--- src/hdl/owm_pkg.sv ---
// Shared types, constants and helpers for the 1-Wire bus master.
`default_nettype none
package owm_pkg;

  // Timer and strobe sizing
  localparam int unsigned TIMER_BITS     = 10;
  localparam int unsigned READ_LOW_TICKS = 2;
  localparam int unsigned CFG_BITS       = 10;
  localparam int unsigned CFG_IDX_BITS   = 3;

  localparam logic [TIMER_BITS-1:0] TMAX = {TIMER_BITS{1'b1}};

  // Command codes of the input beat
  localparam logic [1:0] CMD_TICK  = 2'd0;
  localparam logic [1:0] CMD_RESET = 2'd1;
  localparam logic [1:0] CMD_WRITE = 2'd2;
  localparam logic [1:0] CMD_READ  = 2'd3;

  // Configuration register indexes
  typedef enum logic [CFG_IDX_BITS-1:0] {
    CFG_RESET_LOW     = 3'd0,
    CFG_PRES_SAMPLE   = 3'd1,
    CFG_RESET_RECOV   = 3'd2,
    CFG_ONE_LOW       = 3'd3,
    CFG_ZERO_LOW      = 3'd4,
    CFG_WRITE_SLOT    = 3'd5,
    CFG_READ_SAMPLE   = 3'd6,
    CFG_READ_SLOT     = 3'd7
  } owm_cfg_idx_e;

  // Classified item kinds
  typedef enum logic [1:0] {
    KIND_TICK  = 2'd0,
    KIND_RESET = 2'd1,
    KIND_WRITE = 2'd2,
    KIND_READ  = 2'd3
  } owm_kind_e;

  // Input beat payload
  typedef struct packed {
    logic [1:0] cmd;
    logic [7:0] write_data;
    logic       bus_level;
  } owm_in_t;

  // Result beat payload
  typedef struct packed {
    logic       drive_low;
    logic       busy_res;
    logic       done_res;
    logic       presence;
    logic       bus_stuck;
    logic [7:0] read_data;
  } owm_out_t;

  // Item passed from front to back through the queue
  typedef struct packed {
    owm_kind_e  kind;
    logic [7:0] write_data;
    logic       bus_level;
  } owm_item_t;

  // Timing registers, already clamped to the timer range
  typedef struct packed {
    logic [TIMER_BITS-1:0] reset_low;
    logic [TIMER_BITS-1:0] pres_sample;
    logic [TIMER_BITS-1:0] reset_recov;
    logic [TIMER_BITS-1:0] one_low;
    logic [TIMER_BITS-1:0] zero_low;
    logic [TIMER_BITS-1:0] write_slot;
    logic [TIMER_BITS-1:0] read_sample;
    logic [TIMER_BITS-1:0] read_slot;
  } owm_cfg_t;

  // Clamp a register value: zero acts as one, above the timer acts as the maximum
  function automatic logic [TIMER_BITS-1:0] owm_lim(input logic [CFG_BITS-1:0] v);
    logic [TIMER_BITS-1:0] r;
    if (v == '0) begin
      r = TIMER_BITS'(1);
    end else if (32'(v) > 32'(TMAX)) begin
      r = TMAX;
    end else begin
      r = TIMER_BITS'(v);
    end
    return r;
  endfunction

endpackage
`default_nettype wire

--- src/hdl/owm_front.sv ---
// Input stage: accepts command beats and classifies them into queue items.
`default_nettype none
module owm_front import owm_pkg::*; (
  input  wire logic      clk_i,
  input  wire logic      rst_ni,
  input  wire logic      in_valid_i,
  output logic           in_stall_o,
  input  wire owm_in_t   in_data_i,
  output logic           item_valid_o,
  output owm_item_t      item_o,
  input  wire logic      item_ready_i
);

  logic      valid_q, valid_d;
  owm_item_t item_q, item_d;
  owm_kind_e kind;
  logic      take;

  // Classify the command code
  always_comb begin
    unique case (in_data_i.cmd)
      CMD_TICK:  kind = KIND_TICK;
      CMD_RESET: kind = KIND_RESET;
      CMD_WRITE: kind = KIND_WRITE;
      CMD_READ:  kind = KIND_READ;
      default:   kind = KIND_TICK;
    endcase
  end

  // Take a new beat when the holding register is empty or drains this cycle
  assign take       = !valid_q || item_ready_i;
  assign in_stall_o = !take;

  always_comb begin
    valid_d = valid_q;
    item_d  = item_q;
    if (take) begin
      valid_d = in_valid_i;
      if (in_valid_i) begin
        item_d.kind       = kind;
        item_d.write_data = in_data_i.write_data;
        item_d.bus_level  = in_data_i.bus_level;
      end
    end
  end

  always_ff @(posedge clk_i or negedge rst_ni) begin
    if (!rst_ni) begin
      valid_q <= 1'b0;
    end else begin
      valid_q <= valid_d;
    end
  end

  always_ff @(posedge clk_i) begin
    item_q <= item_d;
  end

  assign item_valid_o = valid_q;
  assign item_o       = item_q;

endmodule
`default_nettype wire

--- src/hdl/owm_queue.sv ---
// Two-entry queue between the classifying front and the executing back.
`default_nettype none
module owm_queue import owm_pkg::*; (
  input  wire logic      clk_i,
  input  wire logic      rst_ni,
  input  wire logic      push_valid_i,
  output logic           push_ready_o,
  input  wire owm_item_t push_item_i,
  output logic           pop_valid_o,
  input  wire logic      pop_i,
  output owm_item_t      pop_item_o
);

  owm_item_t   mem_q [2];
  logic        wr_ptr_q, wr_ptr_d;
  logic        rd_ptr_q, rd_ptr_d;
  logic [1:0]  count_q, count_d;
  logic        push, pop;

  assign push_ready_o = (count_q != 2'd2);
  assign pop_valid_o  = (count_q != 2'd0);
  assign push         = push_valid_i && push_ready_o;
  assign pop          = pop_i && pop_valid_o;
  assign pop_item_o   = mem_q[rd_ptr_q];

  // Advance pointers and the fill count
  always_comb begin
    wr_ptr_d = push ? !wr_ptr_q : wr_ptr_q;
    rd_ptr_d = pop  ? !rd_ptr_q : rd_ptr_q;
    count_d  = count_q + {1'b0, push} - {1'b0, pop};
  end

  always_ff @(posedge clk_i or negedge rst_ni) begin
    if (!rst_ni) begin
      wr_ptr_q <= 1'b0;
      rd_ptr_q <= 1'b0;
      count_q  <= 2'd0;
    end else begin
      wr_ptr_q <= wr_ptr_d;
      rd_ptr_q <= rd_ptr_d;
      count_q  <= count_d;
    end
  end

  // Store pushed items
  always_ff @(posedge clk_i) begin
    if (push) begin
      mem_q[wr_ptr_q] <= push_item_i;
    end
  end

endmodule
`default_nettype wire

--- src/hdl/owm_back.sv ---
// Execution stage: bus timing state machine and registered result beat.
`default_nettype none
module owm_back import owm_pkg::*; (
  input  wire logic      clk_i,
  input  wire logic      rst_ni,
  input  wire owm_cfg_t  cfg_i,
  input  wire logic      item_valid_i,
  output logic           item_pop_o,
  input  wire owm_item_t item_i,
  output logic           out_valid_o,
  input  wire logic      out_stall_i,
  output owm_out_t       out_data_o
);

  typedef enum logic [5:0] {
    PH_IDLE  = 6'b000001,
    PH_RLOW  = 6'b000010,
    PH_RWAIT = 6'b000100,
    PH_RREC  = 6'b001000,
    PH_WR    = 6'b010000,
    PH_RD    = 6'b100000
  } owm_phase_e;

  owm_phase_e            phase_q, phase_d;
  logic [TIMER_BITS-1:0] timer_q, timer_d;
  logic [2:0]            bit_q, bit_d;
  logic [7:0]            shift_q, shift_d;
  logic                  pres_q, pres_d;
  logic                  stuck_q, stuck_d;
  logic [7:0]            last_q, last_d;
  logic                  done;

  logic                  out_valid_q;
  owm_out_t              out_q, out_d;

  logic                  pop;
  logic [TIMER_BITS-1:0] tinc;
  logic [TIMER_BITS-1:0] samp;
  logic [TIMER_BITS-1:0] low_len;
  logic [7:0]            shift_rd;
  logic                  drive;

  // Pop an item whenever the result register is free or being drained
  assign pop        = item_valid_i && (!out_valid_q || !out_stall_i);
  assign item_pop_o = pop;

  assign tinc     = (timer_q < TMAX) ? timer_q + TIMER_BITS'(1) : timer_q;
  assign samp     = (cfg_i.read_sample > cfg_i.read_slot) ? cfg_i.read_slot : cfg_i.read_sample;
  assign shift_rd = (tinc == samp) ? {item_i.bus_level, shift_q[7:1]} : shift_q;

  // Next state for the popped item
  always_comb begin
    phase_d = phase_q;
    timer_d = timer_q;
    bit_d   = bit_q;
    shift_d = shift_q;
    pres_d  = pres_q;
    stuck_d = stuck_q;
    last_d  = last_q;
    done    = 1'b0;
    if (pop) begin
      if (phase_q == PH_IDLE) begin
        unique case (item_i.kind)
          KIND_RESET: begin
            pres_d = 1'b0;
            if (!item_i.bus_level) begin
              stuck_d = 1'b1;
              done    = 1'b1;
            end else begin
              stuck_d = 1'b0;
              phase_d = PH_RLOW;
              timer_d = '0;
            end
          end
          KIND_WRITE: begin
            phase_d = PH_WR;
            shift_d = item_i.write_data;
            timer_d = '0;
            bit_d   = 3'd0;
          end
          KIND_READ: begin
            phase_d = PH_RD;
            shift_d = 8'd0;
            timer_d = '0;
            bit_d   = 3'd0;
          end
          default: begin
          end
        endcase
      end else if (item_i.kind == KIND_TICK) begin
        timer_d = tinc;
        unique case (phase_q)
          PH_RLOW: begin
            if (tinc >= cfg_i.reset_low) begin
              phase_d = PH_RWAIT;
              timer_d = '0;
            end
          end
          PH_RWAIT: begin
            if (tinc >= cfg_i.pres_sample) begin
              pres_d  = !item_i.bus_level;
              phase_d = PH_RREC;
              timer_d = '0;
            end
          end
          PH_RREC: begin
            if (tinc >= cfg_i.reset_recov) begin
              phase_d = PH_IDLE;
              timer_d = '0;
              done    = 1'b1;
            end
          end
          PH_WR: begin
            if (tinc >= cfg_i.write_slot) begin
              timer_d = '0;
              shift_d = {1'b0, shift_q[7:1]};
              bit_d   = bit_q + 3'd1;
              if (bit_q == 3'd7) begin
                phase_d = PH_IDLE;
                done    = 1'b1;
              end
            end
          end
          PH_RD: begin
            shift_d = shift_rd;
            if (tinc >= cfg_i.read_slot) begin
              timer_d = '0;
              bit_d   = bit_q + 3'd1;
              if (bit_q == 3'd7) begin
                last_d  = shift_rd;
                phase_d = PH_IDLE;
                done    = 1'b1;
              end
            end
          end
          default: begin
            phase_d = PH_IDLE;
            timer_d = '0;
          end
        endcase
      end
    end
  end

  // Drive level seen after the item is handled
  assign low_len = shift_d[0] ? cfg_i.one_low : cfg_i.zero_low;
  always_comb begin
    unique case (phase_d)
      PH_RLOW: drive = 1'b1;
      PH_WR:   drive = (timer_d < low_len);
      PH_RD:   drive = (timer_d < TIMER_BITS'(READ_LOW_TICKS));
      default: drive = 1'b0;
    endcase
  end

  always_comb begin
    out_d.drive_low = drive;
    out_d.busy_res  = (phase_d != PH_IDLE);
    out_d.done_res  = done;
    out_d.presence  = pres_d;
    out_d.bus_stuck = stuck_d;
    out_d.read_data = last_d;
  end

  always_ff @(posedge clk_i or negedge rst_ni) begin
    if (!rst_ni) begin
      phase_q     <= PH_IDLE;
      timer_q     <= '0;
      bit_q       <= 3'd0;
      shift_q     <= 8'd0;
      pres_q      <= 1'b0;
      stuck_q     <= 1'b0;
      last_q      <= 8'd0;
      out_valid_q <= 1'b0;
    end else begin
      phase_q     <= phase_d;
      timer_q     <= timer_d;
      bit_q       <= bit_d;
      shift_q     <= shift_d;
      pres_q      <= pres_d;
      stuck_q     <= stuck_d;
      last_q      <= last_d;
      out_valid_q <= pop || (out_valid_q && out_stall_i);
    end
  end

  // Hold the result beat until it is taken
  always_ff @(posedge clk_i) begin
    if (pop) begin
      out_q <= out_d;
    end
  end

  assign out_valid_o = out_valid_q;
  assign out_data_o  = out_q;

endmodule
`default_nettype wire

--- src/hdl/onewire_bus_master.sv ---
// Path: an accepted input beat passes through the front holding register, the queue and the result register.
// Throughput: one item per cycle while the result output is not stalled.
// Every item, tick or command, yields exactly one result beat.
// Reset: asynchronous, active low; bus idle, flags and timers cleared,
// timing registers back to their default values.
`default_nettype none
module onewire_bus_master import owm_pkg::*; (
  input  wire logic                    clk_i,
  input  wire logic                    rst_ni,
  input  wire logic                    in_valid_i,
  output logic                         in_stall_o,
  input  wire owm_in_t                 in_data_i,
  output logic                         out_valid_o,
  input  wire logic                    out_stall_i,
  output owm_out_t                     out_data_o,
  input  wire logic                    cfg_valid_i,
  output logic                         cfg_ready_o,
  input  wire logic [CFG_IDX_BITS-1:0] cfg_index_i,
  input  wire logic [CFG_BITS-1:0]     cfg_data_i
);

  owm_cfg_t  cfg_q, cfg_d;
  logic      f_valid, f_ready;
  owm_item_t f_item;
  logic      q_valid, q_pop;
  owm_item_t q_item;
  logic      cfg_wr;

  // Timing registers, stored already clamped
  assign cfg_ready_o = 1'b1;
  assign cfg_wr      = cfg_valid_i && cfg_ready_o;

  always_comb begin
    cfg_d = cfg_q;
    if (cfg_wr) begin
      unique case (owm_cfg_idx_e'(cfg_index_i))
        CFG_RESET_LOW:   cfg_d.reset_low   = owm_lim(cfg_data_i);
        CFG_PRES_SAMPLE: cfg_d.pres_sample = owm_lim(cfg_data_i);
        CFG_RESET_RECOV: cfg_d.reset_recov = owm_lim(cfg_data_i);
        CFG_ONE_LOW:     cfg_d.one_low     = owm_lim(cfg_data_i);
        CFG_ZERO_LOW:    cfg_d.zero_low    = owm_lim(cfg_data_i);
        CFG_WRITE_SLOT:  cfg_d.write_slot  = owm_lim(cfg_data_i);
        CFG_READ_SAMPLE: cfg_d.read_sample = owm_lim(cfg_data_i);
        CFG_READ_SLOT:   cfg_d.read_slot   = owm_lim(cfg_data_i);
        default: begin
        end
      endcase
    end
  end

  always_ff @(posedge clk_i or negedge rst_ni) begin
    if (!rst_ni) begin
      cfg_q.reset_low   <= owm_lim(CFG_BITS'(480));
      cfg_q.pres_sample <= owm_lim(CFG_BITS'(70));
      cfg_q.reset_recov <= owm_lim(CFG_BITS'(410));
      cfg_q.one_low     <= owm_lim(CFG_BITS'(6));
      cfg_q.zero_low    <= owm_lim(CFG_BITS'(60));
      cfg_q.write_slot  <= owm_lim(CFG_BITS'(70));
      cfg_q.read_sample <= owm_lim(CFG_BITS'(10));
      cfg_q.read_slot   <= owm_lim(CFG_BITS'(63));
    end else begin
      cfg_q <= cfg_d;
    end
  end

  owm_front u_front (
    .clk_i        (clk_i),
    .rst_ni       (rst_ni),
    .in_valid_i   (in_valid_i),
    .in_stall_o   (in_stall_o),
    .in_data_i    (in_data_i),
    .item_valid_o (f_valid),
    .item_o       (f_item),
    .item_ready_i (f_ready)
  );

  owm_queue u_queue (
    .clk_i        (clk_i),
    .rst_ni       (rst_ni),
    .push_valid_i (f_valid),
    .push_ready_o (f_ready),
    .push_item_i  (f_item),
    .pop_valid_o  (q_valid),
    .pop_i        (q_pop),
    .pop_item_o   (q_item)
  );

  owm_back u_back (
    .clk_i        (clk_i),
    .rst_ni       (rst_ni),
    .cfg_i        (cfg_q),
    .item_valid_i (q_valid),
    .item_pop_o   (q_pop),
    .item_i       (q_item),
    .out_valid_o  (out_valid_o),
    .out_stall_i  (out_stall_i),
    .out_data_o   (out_data_o)
  );

endmodule
`default_nettype wire
--- config.mk ---
export PLATFORM = sky130hd
export DESIGN_NAME = onewire_bus_master
export DESIGN_NICKNAME = d
export VERILOG_FILES = /design/src/hdl/owm_pkg.sv /design/src/hdl/owm_front.sv /design/src/hdl/owm_queue.sv /design/src/hdl/owm_back.sv /design/src/hdl/onewire_bus_master.sv
export SDC_FILE = /design/constraint.sdc
export NUM_CORES = 1
export LEC_CHECK = 0
export ABC_AREA = 0
export BUFFER_PORTS_ARGS = -buffer_cell sky130_fd_sc_hd__buf_2
export CORE_MARGIN = 2
export CORE_UTILIZATION = 62
export DETAILED_ROUTE_END_ITERATION = 16
export PLACE_DENSITY = 0.88
export SKIP_CTS_REPAIR_TIMING = 1
export SLEW_MARGIN = 20
export SYNTH_ARGS = -nofsm -noshare
export SYNTH_HDL_FRONTEND = slang
export SYNTH_SLANG_ARGS = --single-unit
--- constraint.sdc ---
create_clock -name clk_i -period 7.8 [get_ports clk_i]
set_clock_uncertainty 0.15 [all_clocks]
set_input_delay 0.78 -clock clk_i [delete_from_list [all_inputs] [get_ports clk_i]]
set_output_delay 0.78 -clock clk_i [all_outputs]
set_load 0.01 [all_outputs]
==> summary.txt, run 1 <==
STA
  – Achievable frequency: 0.144 GHz
  – Rel. slew slack: 32.7%
  – Worst-Margin Slew: 1.00 ns
  – Setup_tns: 0 ns
  – Final Cycle Share: 89.3%
  – Hold Vio Cnt, Final: 0
  – Worst hold-check slack: 0.220 ns
  – Unrepaired setup endpoints after global routing: false
  – Final setup vio count: 0
  – Fin crit period: 6.97 ns
  – Final Slew Violations: 0

Clock tree
  – CTS tree: yes
  – Max Buffers Root-to-Sink: 2
  – Clk_lat worst skew: 0.45 ns
  – # clock sinks: 169
  – Clock transition at path regs: 0.07 ns
  – Num CTS Buffers: 17
  – Root Driver: clkbuf_16
  – H-tree levels: 4

Floorplan
  – Starting Density: 62.6%
  – Num rows: 45
  – Chip height: 127 um
  – DIE AREA: 16200 um^2
  – Die width: 127 um
  – Num ports: 45
  – Core area: 15000 um^2

Route
  – Post-DR wirelength/cell: 20.1 um
  – Vias: 7115
  – Drt via density: 6.32
  – DRT antenna net count: 0
  – Drt total wl: 22.6 mm
  – DRC viols: 0
  – Drt pass-1 iters: 5
  – Detailed Route Iter0 Violations: 827

Critical path
  – CP Class: reg2reg
  – Worst EP arrival: 7.14 ns
  – Worst reg2reg setup slack: 0.83 ns
  – Crit end category: flop
  – Worst EP required: 7.97 ns
  – Crit-path max FO: 11
  – Setup crit start kind: flop

Placed design
  – Global placement routability congestion: 0.916
  – Post-DP HPWL: 15.9 mm
  – Port bufs: 43

Cells and area
  – Share of cells above drive strength 1: 19.2%
  – Layout filler cell count: 1046
  – Area grow syn2layout: 10.9%
  – Ant diodes: 0
  – Final core occ: 69.4%
  – Nets: 1028

Synthesis
  – Yosys cell types: 72
  – Post-Syn Instances: 890
  – Cell Area, Synth: 9410 um^2
  – Synth Net Count: 993
  – Cell taking the most area after synthesis: dfrtp_1
  – Syn Area/Cell: 10.6 um^2
  – Top post-synthesis cells by area: dfrtp_1 (25%), edfxtp_1 (15%), ha_1 (9.8%)
  – Number of synthesis warnings: 0
  – Post-synth EDFFs: 46
  – Top cell type's share of synthesized area: 24.7%
  – Post-synthesis sequential area ratio: 47.8%
  – Main synth FF type: dfrtp_1
  – Synth async-reset ratio: 72.8%
  – Yosys reg bits: 169

Power and ir drop
  – Pwr dens: 298 nW/um^2
  – Peak supply drop: 0.184 mV
  – Leakage power: 4.73 nW

Status
  – Status: finished, final reports clean

Global routing
  – Vias in the first global route: 7098
  – Largest net degree at the start of global routing: 72
  – Initial antenna violation count: 0
  – First-pass GRT wire length: 36.7 mm
  – Gr usage total: 29.4%
  – Total global routing overflow: 0

Job
  – Max cap viols: 0

Hold path
  – Hold crit path type: in2async
-- cells in the final DEF, fill, tap and decap left out, types with 4 or more instances in the layout --
cell / n
dfrtp_1: 93
nand2_1: 88
o21ai_0: 80
ha_1: 74
inv_1: 71
nor2_1: 50
mux2_2: 49
edfxtp_1: 46
buf_2: 42
mux2i_1: 35
a21oi_1: 34
dfstp_2: 30
a21o_1: 21
clkbuf_16: 17
nor3_1: 14
nand2b_1: 13
nand4_1: 13
xnor2_1: 10
nand3_1: 10
nor4_1: 8
o211ai_1: 8
and3_1: 7
a221o_1: 7
buf_4: 7
a211oi_1: 6
a31oi_1: 6
inv_8: 6
a31o_2: 4
o21a_1: 4
nand3b_1: 4
nand4b_1: 4
and2_1: 4
a22o_1: 4
-- critical path, stage by stage (launching register included) --
cell and delay [ns]:
dfrtp_1 0.47, ha_1 0.33, and3_1 0.21, and3_1 0.21, mux2i_1 0.49, inv_1 0.31
ha_1 0.38, a22oi_1 0.17, o211ai_1 0.12, a21oi_1 0.37, nor3_1 0.18, a2111oi_0 0.43
a31o_2 0.49, mux2i_1 0.26, ha_1 0.27, a21o_1 0.16, a21o_1 0.18, a21o_1 0.18
a21o_1 0.17, a21oi_1 0.15, nor2_1 0.07, a211o_1 0.29, nor4_1 0.31, nor3b_1 0.31
a21o_1 0.17
-- synthesized netlist by cell type, types with 4 or more instances --
library cell	count
nor3_1	15
a22o_1	4
nand4_1	13
o21a_1	4
a221o_1	7
nand3_1	10
a31o_2	4
edfxtp_1	46
and2_1	4
nand3b_1	4
nand2b_1	13
o21ai_0	80
dfstp_2	30
a211oi_1	6
ha_1	74
dfrtp_1	93
clkbuf_1	28
mux2_2	49
a21oi_1	34
nor3b_1	4
nor2_1	50
mux2i_1	35
o211ai_1	8
nand4b_1	4
and3_1	7
a21o_1	21
nand2_1	88
inv_1	71
a31oi_1	6
nor4_1	8
xnor2_1	10
-- final timing paths --
path	from	to	depth (start not counted)
worst max register to register	u_back.timer_q[0]	u_back.out_data_o[12]	24
max in group asynchronous	rst_ni	u_back.last_q[7]	2
worst max-delay path	u_back.timer_q[0]	u_back.out_data_o[12]	24
worst min register to register	u_front.item_o[0]	u_queue.mem_q[1][0]	0
min in group clk_i	u_front.item_o[0]	u_queue.mem_q[1][0]	0
worst min-delay path	rst_ni	cfg_q[63]	1
-- state kept, by name, summed over array words and instances, names as in the netlist --
register              count
u_back.bit_q              3
u_back.shift_q            8
cfg_q                    80
u_back.stuck_q            1
u_back.last_q             8
u_front.item_o           11
u_queue.count_q           2
u_back.out_data_o        13
u_queue.mem_q            22
u_front.item_valid_o      1
u_back.phase_q            6
u_queue.rd_ptr_q          1
u_back.pres_q             1
u_back.timer_q           10
u_queue.wr_ptr_q          1
u_back.out_valid_o        1
-- area by class of cell --
type	count	area, um^2	share of cell area [%]
clock buffers	17	425	4.08
clock inverters	15	205	1.97
inverters	72	270	2.59
multi-input cells	616	4540	43.5
flip-flops and latches	169	4500	43.1
well taps	188	235	2.25
repair buffers	49	263	2.52
-- where the power goes --
group	total (mW)	switching, mW	internal, mW
clock	0.888	0.396	0.492
combinational	0.920	0.541	0.379
sequential	1.31	0.145	1.16
-- metal layers --
layer  share of wire (%)  wire [um]  GRT usage (%)
met1                  42       9390           39.3
met3                 8.3       1880           7.37
met4                 3.5        800           12.9
met5                   0          0              0
met2                  47      10600           45.9
-- cells by family after synthesis --
logic type	share of synthesized area (%)
xor+xnor	1.21
mux	9.74
flops	47.8
simple gates	12.5
fa+ha+maj	9.84
compound gates	14.7
buf+inv	4.27
other cells	0.0398
-- through the flow --
stage / worst slack, ns / cell area [um^2] / std cells / total power, mW
global route: 0.351 / 10400 / 1126 / 3.28
global placement: 1.39 / 9790 / 1094 / 2.17
detailed placement: 1.11 / 9790 / 1094 / 2.21
floorplan: 1.96 / 9410 / 890 / 1.93
finish: 0.834 / 10400 / 1126 / 3.11
CTS: 1.01 / 10400 / 1126 / 3.11
No activity file was read; power rests on OpenSTA's default activity.
==> run 2: changes to the inputs <==
--- a/config.mk
+++ b/config.mk
@@ -11,6 +11,7 @@
 export CORE_UTILIZATION = 62
 export DETAILED_ROUTE_END_ITERATION = 16
 export PLACE_DENSITY = 0.88
+export REMOVE_ABC_BUFFERS = 1
 export SKIP_CTS_REPAIR_TIMING = 1
 export SLEW_MARGIN = 20
 export SYNTH_ARGS = -nofsm -noshare
==> run 2 against run 1 <==
  * Non-clock buffer count unchanged
  * Critical endpoint unchanged
  * Utilization decreased by 0.12 points
  * Worst setup slack gained 0.091 ns
  * Count of clock-buffer cells in the layout increased by 1
  * Worst hold slack improved by 0.029 ns
==> summary.txt, run 2 (synthesized netlist as in run 1, its figures left out) <==
Cells and area
  – Max FFs per register: 80
  – Largest reg by FF count: cfg_q
  – Multi-input logic area: 4540 um^2
  – Commonest non-fill, non-tap cell in the layout: dfrtp_1
  – Share of cells above drive strength 1: 19.3%
  – Nets: 1028
  – Layout filler cell count: 1033
  – Sequential cell area: 4500 um^2
  – Final core occ: 69.3%
  – Final std cell area, no fill: 10400 um^2
  – Area grow syn2layout: 10.7%
  – Ant diodes: 0
  – Most frequent cells in the layout: dfrtp_1 (93), nand2_1 (88), o21ai_0 (80), ha_1 (74), inv_1 (71)

Route
  – Detailed Route Iter0 Violations: 644
  – Drt pass-1 iters: 5
  – Drt total wl: 22.5 mm
  – DRC viols: 0
  – Drt via density: 6.35
  – Post-DR wirelength/cell: 20.0 um
  – DRT antenna net count: 0
  – Vias: 7147

Clock tree
  – Num CTS Buffers: 17
  – Root Driver: clkbuf_16
  – H-tree levels: 4
  – Clk_lat worst skew: 0.44 ns
  – # clock sinks: 169
  – CTS tree: yes
  – Clock transition at path regs: 0.07 ns
  – Max Buffers Root-to-Sink: 2

Power and ir drop
  – Switching share of power: 35.1%
  – Peak supply drop: 0.208 mV
  – Pwr dens: 297 nW/um^2
  – Seq pwr share: 42.3%
  – Post-layout total power: 3.10 mW
  – Clock share of power: 27.9%
  – Leakage power: 4.72 nW
  – Logic gate share of total power: 29.8%
  – Net Switching: 1.09 mW
  – Internal power: 2.01 mW

Placed design
  – Placed inst area: 9790 um^2
  – Global placement routability congestion: 0.999
  – Port bufs: 43
  – Post-DP HPWL: 15.6 mm

Critical path
  – Crit-path max FO: 10
  – Crit end category: flop
  – CP Class: reg2reg
  – Worst EP arrival: 7.03 ns
  – Setup crit start kind: flop
  – Worst EP required: 7.96 ns
  – Reg2Reg Depth: 26

Floorplan
  – DIE AREA: 16200 um^2
  – Core area: 15000 um^2
  – Chip height: 127 um
  – Num ports: 45
  – Num rows: 45
  – Die width: 127 um
  – Starting Density: 62.6%

STA
  – Unrepaired setup endpoints after global routing: false
  – Achievable frequency: 0.145 GHz
  – Final Cycle Share: 88.1%
  – Rel. slew slack: 29.9%
  – Worst hold-check slack: 0.249 ns
  – Hold Vio Cnt, Final: 0
  – Fin crit period: 6.88 ns
  – Worst-Margin Slew: 1.05 ns
  – Final Slew Violations: 0
  – Setup_tns: 0 ns
  – Final setup vio count: 0

Status
  – Status: finished, final reports clean

Global routing
  – Gr usage total: 28.6%
  – Vias in the first global route: 7157
  – Largest net degree at the start of global routing: 69
  – Total global routing overflow: 0
  – First-pass GRT wire length: 36.4 mm
  – Initial antenna violation count: 0

Job
  – Max cap viols: 0

Hold path
  – Hold crit path type: in2async
-- run 2: cell count changes in the layout (fill, tap and decap cells not counted), sizes merged --
| cell | before | now |
|---|---|---|
| inv | 78 | 79 |
| clkinv | 6 | 5 |
| clkbuf | 17 | 18 |
| bufinv | 2 | 1 |
-- run 2: worst max-delay path, stage by stage, from the launching register on --
cell      delay [ns]
dfrtp_1         0.48
ha_1            0.35
nand3_4         0.16
nor3_4          0.36
mux2i_1         0.42
inv_1           0.21
ha_1            0.33
a21o_1          0.13
a21oi_1         0.07
o21ai_0         0.32
a211oi_1        0.14
nand3b_1        0.25
o31ai_2         0.70
inv_1           0.18
a22o_1          0.25
ha_1            0.31
a21o_1          0.16
a21o_1          0.17
a21o_1          0.17
a21o_1          0.17
a21oi_1         0.13
nor2_1          0.06
a211o_1         0.28
nor4_1          0.30
nand2b_1        0.09
a31oi_1         0.25
a21o_1          0.14
-- run 2: layout make-up --
cell class / instances / area share [%]
sequential: 169 / 43.2
multi-input combinational: 616 / 43.6
timing repair buffer: 49 / 2.52
inverter: 72 / 2.59
tap: 188 / 2.26
clock buffer: 18 / 4.22
clock inverter: 14 / 1.66
-- run 2: stage by stage --
stage / std cells / worst slack, ns
6_report: 1126 / 0.925
3_5_place_dp: 1094 / 1.26
5_1_grt: 1126 / 0.484
3_3_place_gp: 1094 / 1.49
4_1_cts: 1126 / 1.04
2_1_floorplan: 857 / 2.02
-- run 2: power groups by stage --
stage	combinational [mW]	sequential, mW	clock, mW
6_report	0.924	1.31	0.864
5_1_grt	1.01	1.33	0.906
4_1_cts	0.905	1.30	0.867
3_5_place_dp	0.885	1.32	0
3_3_place_gp	0.856	1.30	0
2_1_floorplan	0.634	1.29	0
-- run 2: worst paths after layout --
check / slack (ns) / end / from
worst min-delay path: 0.25 / cfg_q[52] / rst_ni
worst max-delay path: 0.92 / u_back.out_data_o[12] / u_back.timer_q[0]
worst max register to register: 0.92 / u_back.out_data_o[12] / u_back.timer_q[0]
worst min register to register: 0.30 / u_queue.mem_q[1][2] / u_front.item_o[2]
max in group asynchronous: 5.93 / u_back.last_q[0] / rst_ni
min in group clk_i: 0.30 / u_queue.mem_q[1][2] / u_front.item_o[2]
-- run 2: layer usage --
layer,up-vias,wire length [um],track usage (%)
met5,-,0,0
met4,0,810,11.6
met3,77,1770,7.62
met2,332,10500,45.8
met1,3445,9400,37.5
li1,3293,-,-
